===== config.mk =====
export PLATFORM = sky130hd
export DESIGN_NAME = flv_tag_walker_core
export DESIGN_NICKNAME = d
export VERILOG_FILES = /design/src/rtl/flvtw_pkg.sv /design/src/rtl/flv_tag_walker_core.sv /design/src/rtl/flvtw_walk_step.sv
export SDC_FILE = /design/constraint.sdc
export NUM_CORES = 1
export LEC_CHECK = 0
export ABC_CLOCK_PERIOD_IN_PS = 5550
export BUFFER_PORTS_ARGS = -buffer_cell sky130_fd_sc_hd__buf_2
export CORE_MARGIN = 1.5
export CORE_UTILIZATION = 57
export CTS_BUF_LIST = sky130_fd_sc_hd__clkbuf_4 sky130_fd_sc_hd__clkbuf_8 sky130_fd_sc_hd__clkbuf_16
export DETAILED_ROUTE_END_ITERATION = 6
export GPL_TIMING_DRIVEN = 0
export PLACE_DENSITY = 0.76
export RECOVER_POWER = 25
export REMOVE_ABC_BUFFERS = 1
export SYNTH_ARGS = -nofsm -noshare
export SYNTH_HDL_FRONTEND = slang
export SYNTH_HIERARCHICAL = 1
export SYNTH_SLANG_ARGS = --single-unit

===== constraint.sdc =====
create_clock -name aclk -period 5.55 [get_ports aclk]
set_clock_uncertainty 0.1 [all_clocks]
set_input_delay 0.8325 -clock aclk [delete_from_list [all_inputs] [get_ports aclk]]
set_output_delay 0.8325 -clock aclk [all_outputs]
set_load 0.02 [all_outputs]

===== src/rtl/flvtw_pkg.sv =====
// Shared types and constants for the tag walker.
package flvtw_pkg;

    localparam logic [23:0] FILE_HDR_LEN   = 24'd13;
    localparam logic [23:0] TAG_HDR_LEN    = 24'd11;
    localparam logic [23:0] SIZE_WORD_LEN  = 24'd4;
    localparam logic [23:0] SIZE_LAST_IDX  = 24'd3;
    localparam logic [4:0]  DEFAULT_TARGET = 5'd18;

    typedef enum logic [1:0] {
        PH_FILE_HDR = 2'd0,
        PH_TAG_HDR  = 2'd1,
        PH_DATA     = 2'd2,
        PH_PREV     = 2'd3
    } phase_t;

    typedef enum logic [1:0] {
        ST_SEARCH   = 2'd0,
        ST_FOUND    = 2'd1,
        ST_MISMATCH = 2'd2,
        ST_TRUNC    = 2'd3
    } status_t;

    typedef struct packed {
        phase_t      phase;
        logic [23:0] phase_count;
        logic [4:0]  tag_kind;
        logic [23:0] tag_data_size;
        logic [31:0] size_word;
        logic [31:0] byte_offset;
        status_t     status;
    } walk_state_t;

    localparam walk_state_t WALK_RESTART = '{
        phase:         PH_FILE_HDR,
        phase_count:   24'd0,
        tag_kind:      5'd0,
        tag_data_size: 24'd0,
        size_word:     32'd0,
        byte_offset:   32'd0,
        status:        ST_SEARCH
    };

endpackage


===== src/rtl/flv_tag_walker_core.sv =====
// An accepted item passes through the input register, then the result register,
// from which it leaves when m_ready is high.
// Throughput: one item per cycle unless m_ready stalls; one walk state step per byte.
// Each item gives exactly one result with the current status and prefix length.
// Reset (aresetn low, synchronous) empties both stages, restarts the walk and
// sets the target type to 18.
module flv_tag_walker_core (
    input  logic        aclk,
    input  logic        aresetn,

    input  logic        cfg_valid,
    output logic        cfg_ready,
    input  logic [4:0]  cfg_target_type,

    input  logic        s_valid,
    output logic        s_ready,
    input  logic [7:0]  s_data_byte,
    input  logic        s_first_byte,
    input  logic        s_last_byte,

    output logic        m_valid,
    input  logic        m_ready,
    output logic [1:0]  m_status,
    output logic [31:0] m_prefix_length
);

    logic                   in_valid_reg;
    logic [7:0]             in_byte_reg;
    logic                   in_first_reg;
    logic                   in_last_reg;
    logic                   advance;

    logic [4:0]             target_reg;
    flvtw_pkg::walk_state_t walk_reg;
    flvtw_pkg::walk_state_t walk_next;

    logic                   out_valid_reg;
    logic [1:0]             out_status_reg;
    logic [31:0]            out_prefix_reg;

    assign cfg_ready = 1'b1;

    // The input stage moves on when the result register is free or drains now.
    assign advance = in_valid_reg && (!out_valid_reg || m_ready);
    assign s_ready = !in_valid_reg || advance;

    always_ff @(posedge aclk) begin
        if (!aresetn) begin
            target_reg <= flvtw_pkg::DEFAULT_TARGET;
        end else if (cfg_valid && cfg_ready) begin
            target_reg <= cfg_target_type;
        end
    end

    always_ff @(posedge aclk) begin
        if (!aresetn) begin
            in_valid_reg <= 1'b0;
        end else if (s_ready) begin
            in_valid_reg <= s_valid;
        end
    end

    always_ff @(posedge aclk) begin
        if (s_valid && s_ready) begin
            in_byte_reg  <= s_data_byte;
            in_first_reg <= s_first_byte;
            in_last_reg  <= s_last_byte;
        end
    end

    flvtw_walk_step u_step (
        .cur_state   (walk_reg),
        .data_byte   (in_byte_reg),
        .first_byte  (in_first_reg),
        .last_byte   (in_last_reg),
        .target_type (target_reg),
        .next_state  (walk_next)
    );

    always_ff @(posedge aclk) begin
        if (!aresetn) begin
            walk_reg <= flvtw_pkg::WALK_RESTART;
        end else if (advance) begin
            walk_reg <= walk_next;
        end
    end

    always_ff @(posedge aclk) begin
        if (!aresetn) begin
            out_valid_reg <= 1'b0;
        end else if (advance) begin
            out_valid_reg <= 1'b1;
        end else if (m_ready) begin
            out_valid_reg <= 1'b0;
        end
    end

    always_ff @(posedge aclk) begin
        if (advance) begin
            out_status_reg <= walk_next.status;
            if (walk_next.status == flvtw_pkg::ST_FOUND) begin
                out_prefix_reg <= walk_next.byte_offset;
            end else begin
                out_prefix_reg <= 32'd0;
            end
        end
    end

    assign m_valid         = out_valid_reg;
    assign m_status        = out_status_reg;
    assign m_prefix_length = out_prefix_reg;

`ifndef ASSERT_OFF
    a_prefix_zero_unless_found: assert property (@(posedge aclk) disable iff (!aresetn)
        (m_valid && m_status != flvtw_pkg::ST_FOUND) |-> (m_prefix_length == 32'd0))
        else $error("prefix length is nonzero without a found status");

    a_final_status_holds: assert property (@(posedge aclk) disable iff (!aresetn)
        (advance && !in_first_reg && walk_reg.status != flvtw_pkg::ST_SEARCH)
        |=> (walk_reg == $past(walk_reg)))
        else $error("walk state changed after a final status without a restart");

    a_header_count_bound: assert property (@(posedge aclk) disable iff (!aresetn)
        (walk_reg.phase == flvtw_pkg::PH_FILE_HDR) |->
        (walk_reg.phase_count < flvtw_pkg::FILE_HDR_LEN))
        else $error("file header count ran past the header length");

    a_stage_holds_on_stall: assert property (@(posedge aclk) disable iff (!aresetn)
        (in_valid_reg && !advance) |=> (in_valid_reg && $stable(in_byte_reg)))
        else $error("input stage lost an item while stalled");
`endif

endmodule


===== src/rtl/flvtw_walk_step.sv =====
// Next-state logic of the tag walk for one byte.
module flvtw_walk_step (
    input  flvtw_pkg::walk_state_t cur_state,
    input  logic [7:0]             data_byte,
    input  logic                   first_byte,
    input  logic                   last_byte,
    input  logic [4:0]             target_type,
    output flvtw_pkg::walk_state_t next_state
);

    flvtw_pkg::walk_state_t base;
    logic [23:0]            cnt_inc;
    logic [31:0]            sw_new;
    logic [31:0]            expected_size;

    // A restart mark clears the walk before the byte counts as offset zero.
    always_comb begin
        if (first_byte) begin
            base = flvtw_pkg::WALK_RESTART;
        end else begin
            base = cur_state;
        end
    end

    assign cnt_inc       = base.phase_count + 24'd1;
    assign sw_new        = {base.size_word[23:0], data_byte};
    assign expected_size = {8'd0, base.tag_data_size} + {8'd0, flvtw_pkg::TAG_HDR_LEN};

    always_comb begin
        next_state = base;
        if (base.status == flvtw_pkg::ST_SEARCH) begin
            next_state.byte_offset = base.byte_offset + 32'd1;
            next_state.phase_count = cnt_inc;
            unique case (base.phase)
                flvtw_pkg::PH_FILE_HDR: begin
                    if (cnt_inc >= flvtw_pkg::FILE_HDR_LEN) begin
                        next_state.phase       = flvtw_pkg::PH_TAG_HDR;
                        next_state.phase_count = 24'd0;
                    end
                end
                flvtw_pkg::PH_TAG_HDR: begin
                    if (base.phase_count == 24'd0) begin
                        next_state.tag_kind      = data_byte[4:0];
                        next_state.tag_data_size = 24'd0;
                    end else if (base.phase_count <= flvtw_pkg::SIZE_LAST_IDX) begin
                        next_state.tag_data_size = {base.tag_data_size[15:0], data_byte};
                    end
                    if (cnt_inc >= flvtw_pkg::TAG_HDR_LEN) begin
                        next_state.phase_count = 24'd0;
                        next_state.size_word   = 32'd0;
                        // The size is complete long before the header ends.
                        if (base.tag_data_size == 24'd0) begin
                            next_state.phase = flvtw_pkg::PH_PREV;
                        end else begin
                            next_state.phase = flvtw_pkg::PH_DATA;
                        end
                    end
                end
                flvtw_pkg::PH_DATA: begin
                    if (cnt_inc >= base.tag_data_size) begin
                        next_state.phase_count = 24'd0;
                        next_state.size_word   = 32'd0;
                        next_state.phase       = flvtw_pkg::PH_PREV;
                    end
                end
                flvtw_pkg::PH_PREV: begin
                    next_state.size_word = sw_new;
                    if (cnt_inc >= flvtw_pkg::SIZE_WORD_LEN) begin
                        next_state.phase_count = 24'd0;
                        if (sw_new != expected_size) begin
                            next_state.status = flvtw_pkg::ST_MISMATCH;
                        end else if (base.tag_kind == target_type) begin
                            next_state.status = flvtw_pkg::ST_FOUND;
                        end else begin
                            next_state.phase = flvtw_pkg::PH_TAG_HDR;
                        end
                    end
                end
                default: begin
                    next_state = base;
                end
            endcase
            if (last_byte && next_state.status == flvtw_pkg::ST_SEARCH) begin
                next_state.status = flvtw_pkg::ST_TRUNC;
            end
        end
    end

endmodule


Yosys cells after proc, flatten, opt, wreduce, memory -nomap -nowiden
Cells that the tools add are included.
{"block": "word_totals", "regBits": 172, "latchBits": 0, "ramBits": 0, "romBits": 0, "inputBits": 20, "out_inout_bits": 37, "elab_cells": 67, "n_memories": 0}
{"block": "classes", "addsub": 3, "multipliers": 0, "div": 0, "order_cmp": 5, "n_eq_ne": 6, "n_shift": 0, "n_mux": 25, "bitwise": 0, "n_reduce_logical": 13}
{"operator": "121-bit two-way mux", "count": 2}
{"operator": "26-bit two-way mux", "count": 4}
{"operator": "26-bit case mux with 4 select lines", "count": 1}
{"operator": "32-bit case mux with 3 select lines", "count": 1}
{"operator": "32-bit two-way mux", "count": 2}
{"operator": "24-bit by 4-bit greater-or-equal comparator with 1-bit output (second input constant)", "count": 2}
{"operator": "24-bit logical NOT", "count": 2}
{"operator": "24-bit two-way mux", "count": 2}
{"operator": "32-bit by 1-bit adder with 32-bit output (second input constant)", "count": 1}
{"operator": "32-bit != test", "count": 1}
{"operator": "29-bit two-way mux", "count": 1}
{"operator": "24-bit by 4-bit adder with 25-bit output (second input constant)", "count": 1}
{"operator": "24-bit by 1-bit adder with 24-bit output (second input constant)", "count": 1}
{"operator": "24-bit greater-or-equal comparator", "count": 1}
{"operator": "24-bit by 3-bit greater-or-equal comparator with 1-bit output (second input constant)", "count": 1}
{"operator": "24-bit by 2-bit less-or-equal comparator with 1-bit output (second input constant)", "count": 1}
{"operator": "2-bit two-way mux", "count": 8}
{"operator": "2-bit logical NOT", "count": 3}
{"operator": "5-bit equality test", "count": 1}
{"operator": "5-bit two-way mux", "count": 1}
{"operator": "2-bit by 1-bit equality test with 1-bit output (second input constant)", "count": 2}
{"operator": "2-bit equality test (second input constant)", "count": 2}
{"operator": "1-bit logical AND", "count": 3}
{"operator": "1-bit two-way mux", "count": 3}
{"operator": "3 further kinds", "count": 5}

Logic depth before layout (Yosys ltp)
{"block": "depth", "depth_word": 12, "depth_mapped": 26, "depth_no_buf": 20}

Hierarchy
Netlist, hierarchy kept.
{"mod": "flv_tag_walker_core", "instances": 1, "cells_per_inst": 633, "area_each_um2": 6623.9, "seq_area_each_um2": 3883.7}
{"mod": "flvtw_walk_step", "instances": 1, "cells_per_inst": 827, "area_each_um2": 5527.8, "seq_area_each_um2": 0.0}

Least setup slack after synthesis
OpenSTA, ideal clock, no wires.
{"block": "synth_path", "path_type": "register -> register", "startpoint": "reg in_first_reg", "endpoint": "reg walk_reg[111] (netlist name)", "setup_ns": 0.136, "arrival_ns": 5.045, "required_ns": 5.314, "path_slack_ns": 0.269, "path_stages_with_launch": 26, "path_buffers": 6, "synth_period_minus_slack_ns": 5.281, "cell_sequence": "edfxtp_1 buf_6 inv_2 buf_4 clkbuf_1 buf_1 nand2_1 inv_1 ha_1 clkbuf_1 nand4_1 or4_4 o31ai_1 nand2_1 ha_1 nand4_1 nor2_1 nor4bb_1 a221o_2 nor2_1 o41ai_1 nor2_4 buf_6 a22o_2 nand2_1 mux2i_1"}
{"element": "from (decl)", "line_no": "flv_tag_walker_core.sv:29", "text": "logic in_first_reg;"}
{"element": "from (signal assigned)", "line_no": "flv_tag_walker_core.sv:66", "text": "in_first_reg <= s_first_byte;"}
{"element": "to (signal assigned)", "line_no": "flv_tag_walker_core.sv:82", "text": "walk_reg <= flvtw_pkg::WALK_RESTART;"}
{"element": "to (signal assigned)", "line_no": "flv_tag_walker_core.sv:84", "text": "walk_reg <= walk_next;"}
{"element": "to (decl)", "line_no": "flv_tag_walker_core.sv:34", "text": "flvtw_pkg::walk_state_t walk_reg;"}

==> out/qor.yml <==
timing:
  period_share_pct: 96.76
  fmax_ghz: 0.1862
  layout_min_cycle_time_ps: 5370
  finalSetupViolCount: 0
  fin_ws_ps: 179.7
  finalHoldViolations: 0
  slew_headroom_pct: -56.48
  tightest_slew_ps: 2347
  maxSlewViolCount: 76
synthesis:
  syn_area_um2: 11650
  yosys_warnings: 6
  synth_area_per_cell_um2: 8.299
  synthCells: 1404
final_layout:
  area_delta_synth_final_pct: 7.850
  utilization_pct: 62.30
  n_fill_cell: 1724
  drive_above_1_share_pct: 11.04
  largest_register_ffs: 113
  nets: 1442
  antenna-diode-count: 0
clock_tree:
  cts_sinks: 164
  cts_hold_buf: 0
  clock_path_buffers: 2
  cts_tree: "yes"
  insertion_delay_ps: 430
  path_clk_slew_ps: 70
  clockRootBuffer: "clkbuf_16"
  numCtsBuffers: 17
  htreeDepth: 4
floorplanning:
  std_cell_rows: 52
  die_area_um2: 21310
  die_height_um: 146.0
  io_pins: 57
  fp.dieW_um: 146.0
  coreArea_um2: 20170
  start_util_pct: 57.77
status:
  violations: "max-capacitance violations, max-slew violations"
  outcome: "complete, but fails checks"
pwr:
  peakVddDrop_mv: 0.2122
  power.leakage_nw: 4.168
  p_per_area_nw_per_um2: 211.0
routing:
  drc: 0
  wl_per_cell_um: 16.67
  vias: 10050
  drt_iter0_drc: 873
  first_pass_iters: 6
  vias_per_cell: 6.002
  postRouteAntennaNets: 0
  finalWirelength_um: 27910
worst_setup_path:
  worstSetupStartpointType: "register"
  rrSetupSlack_ps: 180
  critical_path_class: "reg2reg"
  cp.arrival_ps: 5620
  endpoint_kind: "register"
  r2r_cells: 21
  cp-startpoint: "in_first_reg"
  path_max_fanout: 19
  r2r-end: "walk_reg[111]"
  cp_data_required_time_ps: 5800
  r2r_start: "in_first_reg"
placed_design:
  io_buffers: 55
  gp_congestion: 0.9313
  dp_hpwl_um: 18750
  place_ws_ps: -893.3
min_path:
  hold_depth: 2
  min_path_type: "reg2reg"
  hold_path.startpoint: "walk_reg[93]"
  min_to: "walk_reg[93]"
global_route:
  grt_pass1_vias: 9116
  grt.total_usage_pct: 26.06
  grt_pass1_wl_um: 45750
  antenna_found_initial: 0
  grt_max_degree: 181
  overflow: 0
run:
  maxCapViolations: 2
-- cell type report --
cell class / count / area, µm² / share of cell area (%)
multi-input combinational: 1116 / 7276 / 57.90
sequential: 164 / 3724 / 29.63
timing repair buffer: 73 / 583.1 / 4.640
clock buffer: 21 / 467.9 / 3.724
tap: 270 / 337.8 / 2.688
clock inverter: 11 / 93.84 / 0.7468
inverter: 19 / 83.83 / 0.6671
-- per-stage QoR --
step	total power [mW]	TNS, ps	hold WS (ps)	cell area, µm²	instances
4_1_cts	2.673	0	362.2	12600	1672
3_5_place_dp	1.544	-48690	352.8	11990	1637
5_1_grt	2.740	-30.50	381.9	12570	1674
2_1_floorplan	1.468	-743800	330.2	11000	1298
3_3_place_gp	1.564	-1310110	338.9	11610	1623
6_report	2.651	0	359.2	12570	1674
-- worst max-delay path, cell delays in order, from the launching register on --
cell,delay (ps)
edfxtp_1,510
buf_4,200
buf_16,150
buf_16,160
nor2b_2,230
ha_2,320
nand4_1,210
or4_4,500
xnor2_1,140
nor2_1,220
ha_1,290
nand2_1,60
o21ai_0,130
a221o_1,390
a221o_2,430
nor2_4,210
o41ai_4,110
buf_4,150
nor2_4,320
a22o_2,200
nand2_1,40
mux2i_1,170
-- where the power goes --
group          internal (mW)  switching, mW  total [mW]  leakage (nW)
Sequential              1.25         0.0178        1.27          1.37
Clock                  0.616          0.512        1.13         0.266
Combinational         0.0909          0.165       0.256          2.53
-- layout by cell type (no fill, tap or decap), types with 10 or more instances in the layout --
master     count
xnor2_1       47
nand2b_1      10
xor2_1        28
nor4_1        20
clkbuf_16     17
nand2_1      324
a211oi_1      29
nor2_1        81
mux2i_1      122
edfxtp_1      44
a211oi_2      22
and2_1        35
dfxtp_1      120
nor2b_1       25
nand4_1       25
or3_1         10
buf_2         24
o21ai_0       50
ha_1          30
clkbuf_1      32
nand3_1       37
and3_1        10
a21oi_1       41
a22o_2        17
nor3_1        23
inv_1         18
-- what timing repair did --
item | CTS | global route
buffers inserted | 2 | 2
resized for setup | 5 | 7
gates cloned | 1 | 0
setup endpoints to repair | 81 | 80
pin swaps | 1 | 1
endpoints found under the hold margin | 0 | 0
-- layer usage --
metal	global-route usage [%]	share of wire, %
met4	9.242	2.2
met2	42.38	46
met5	0	0
met3	4.295	6.3
met1	35.08	45
-- how the worst max path moves through the flow --
| stage | to | slack, ps | cells past startpoint |
|---|---|---|---|
| after floorplan | walk_reg[0] | -4770 | 3 |
| after global placement | walk_reg[12] | -8220 | 4 |
| after detailed placement | walk_reg[95] | -890 | 20 |
| after CTS | walk_reg[95] | 20 | 20 |
| after global routing | walk_reg[95] | -20 | 21 |
| final | walk_reg[111] | 180 | 21 |
No activity file was read; power rests on OpenSTA's default activity.
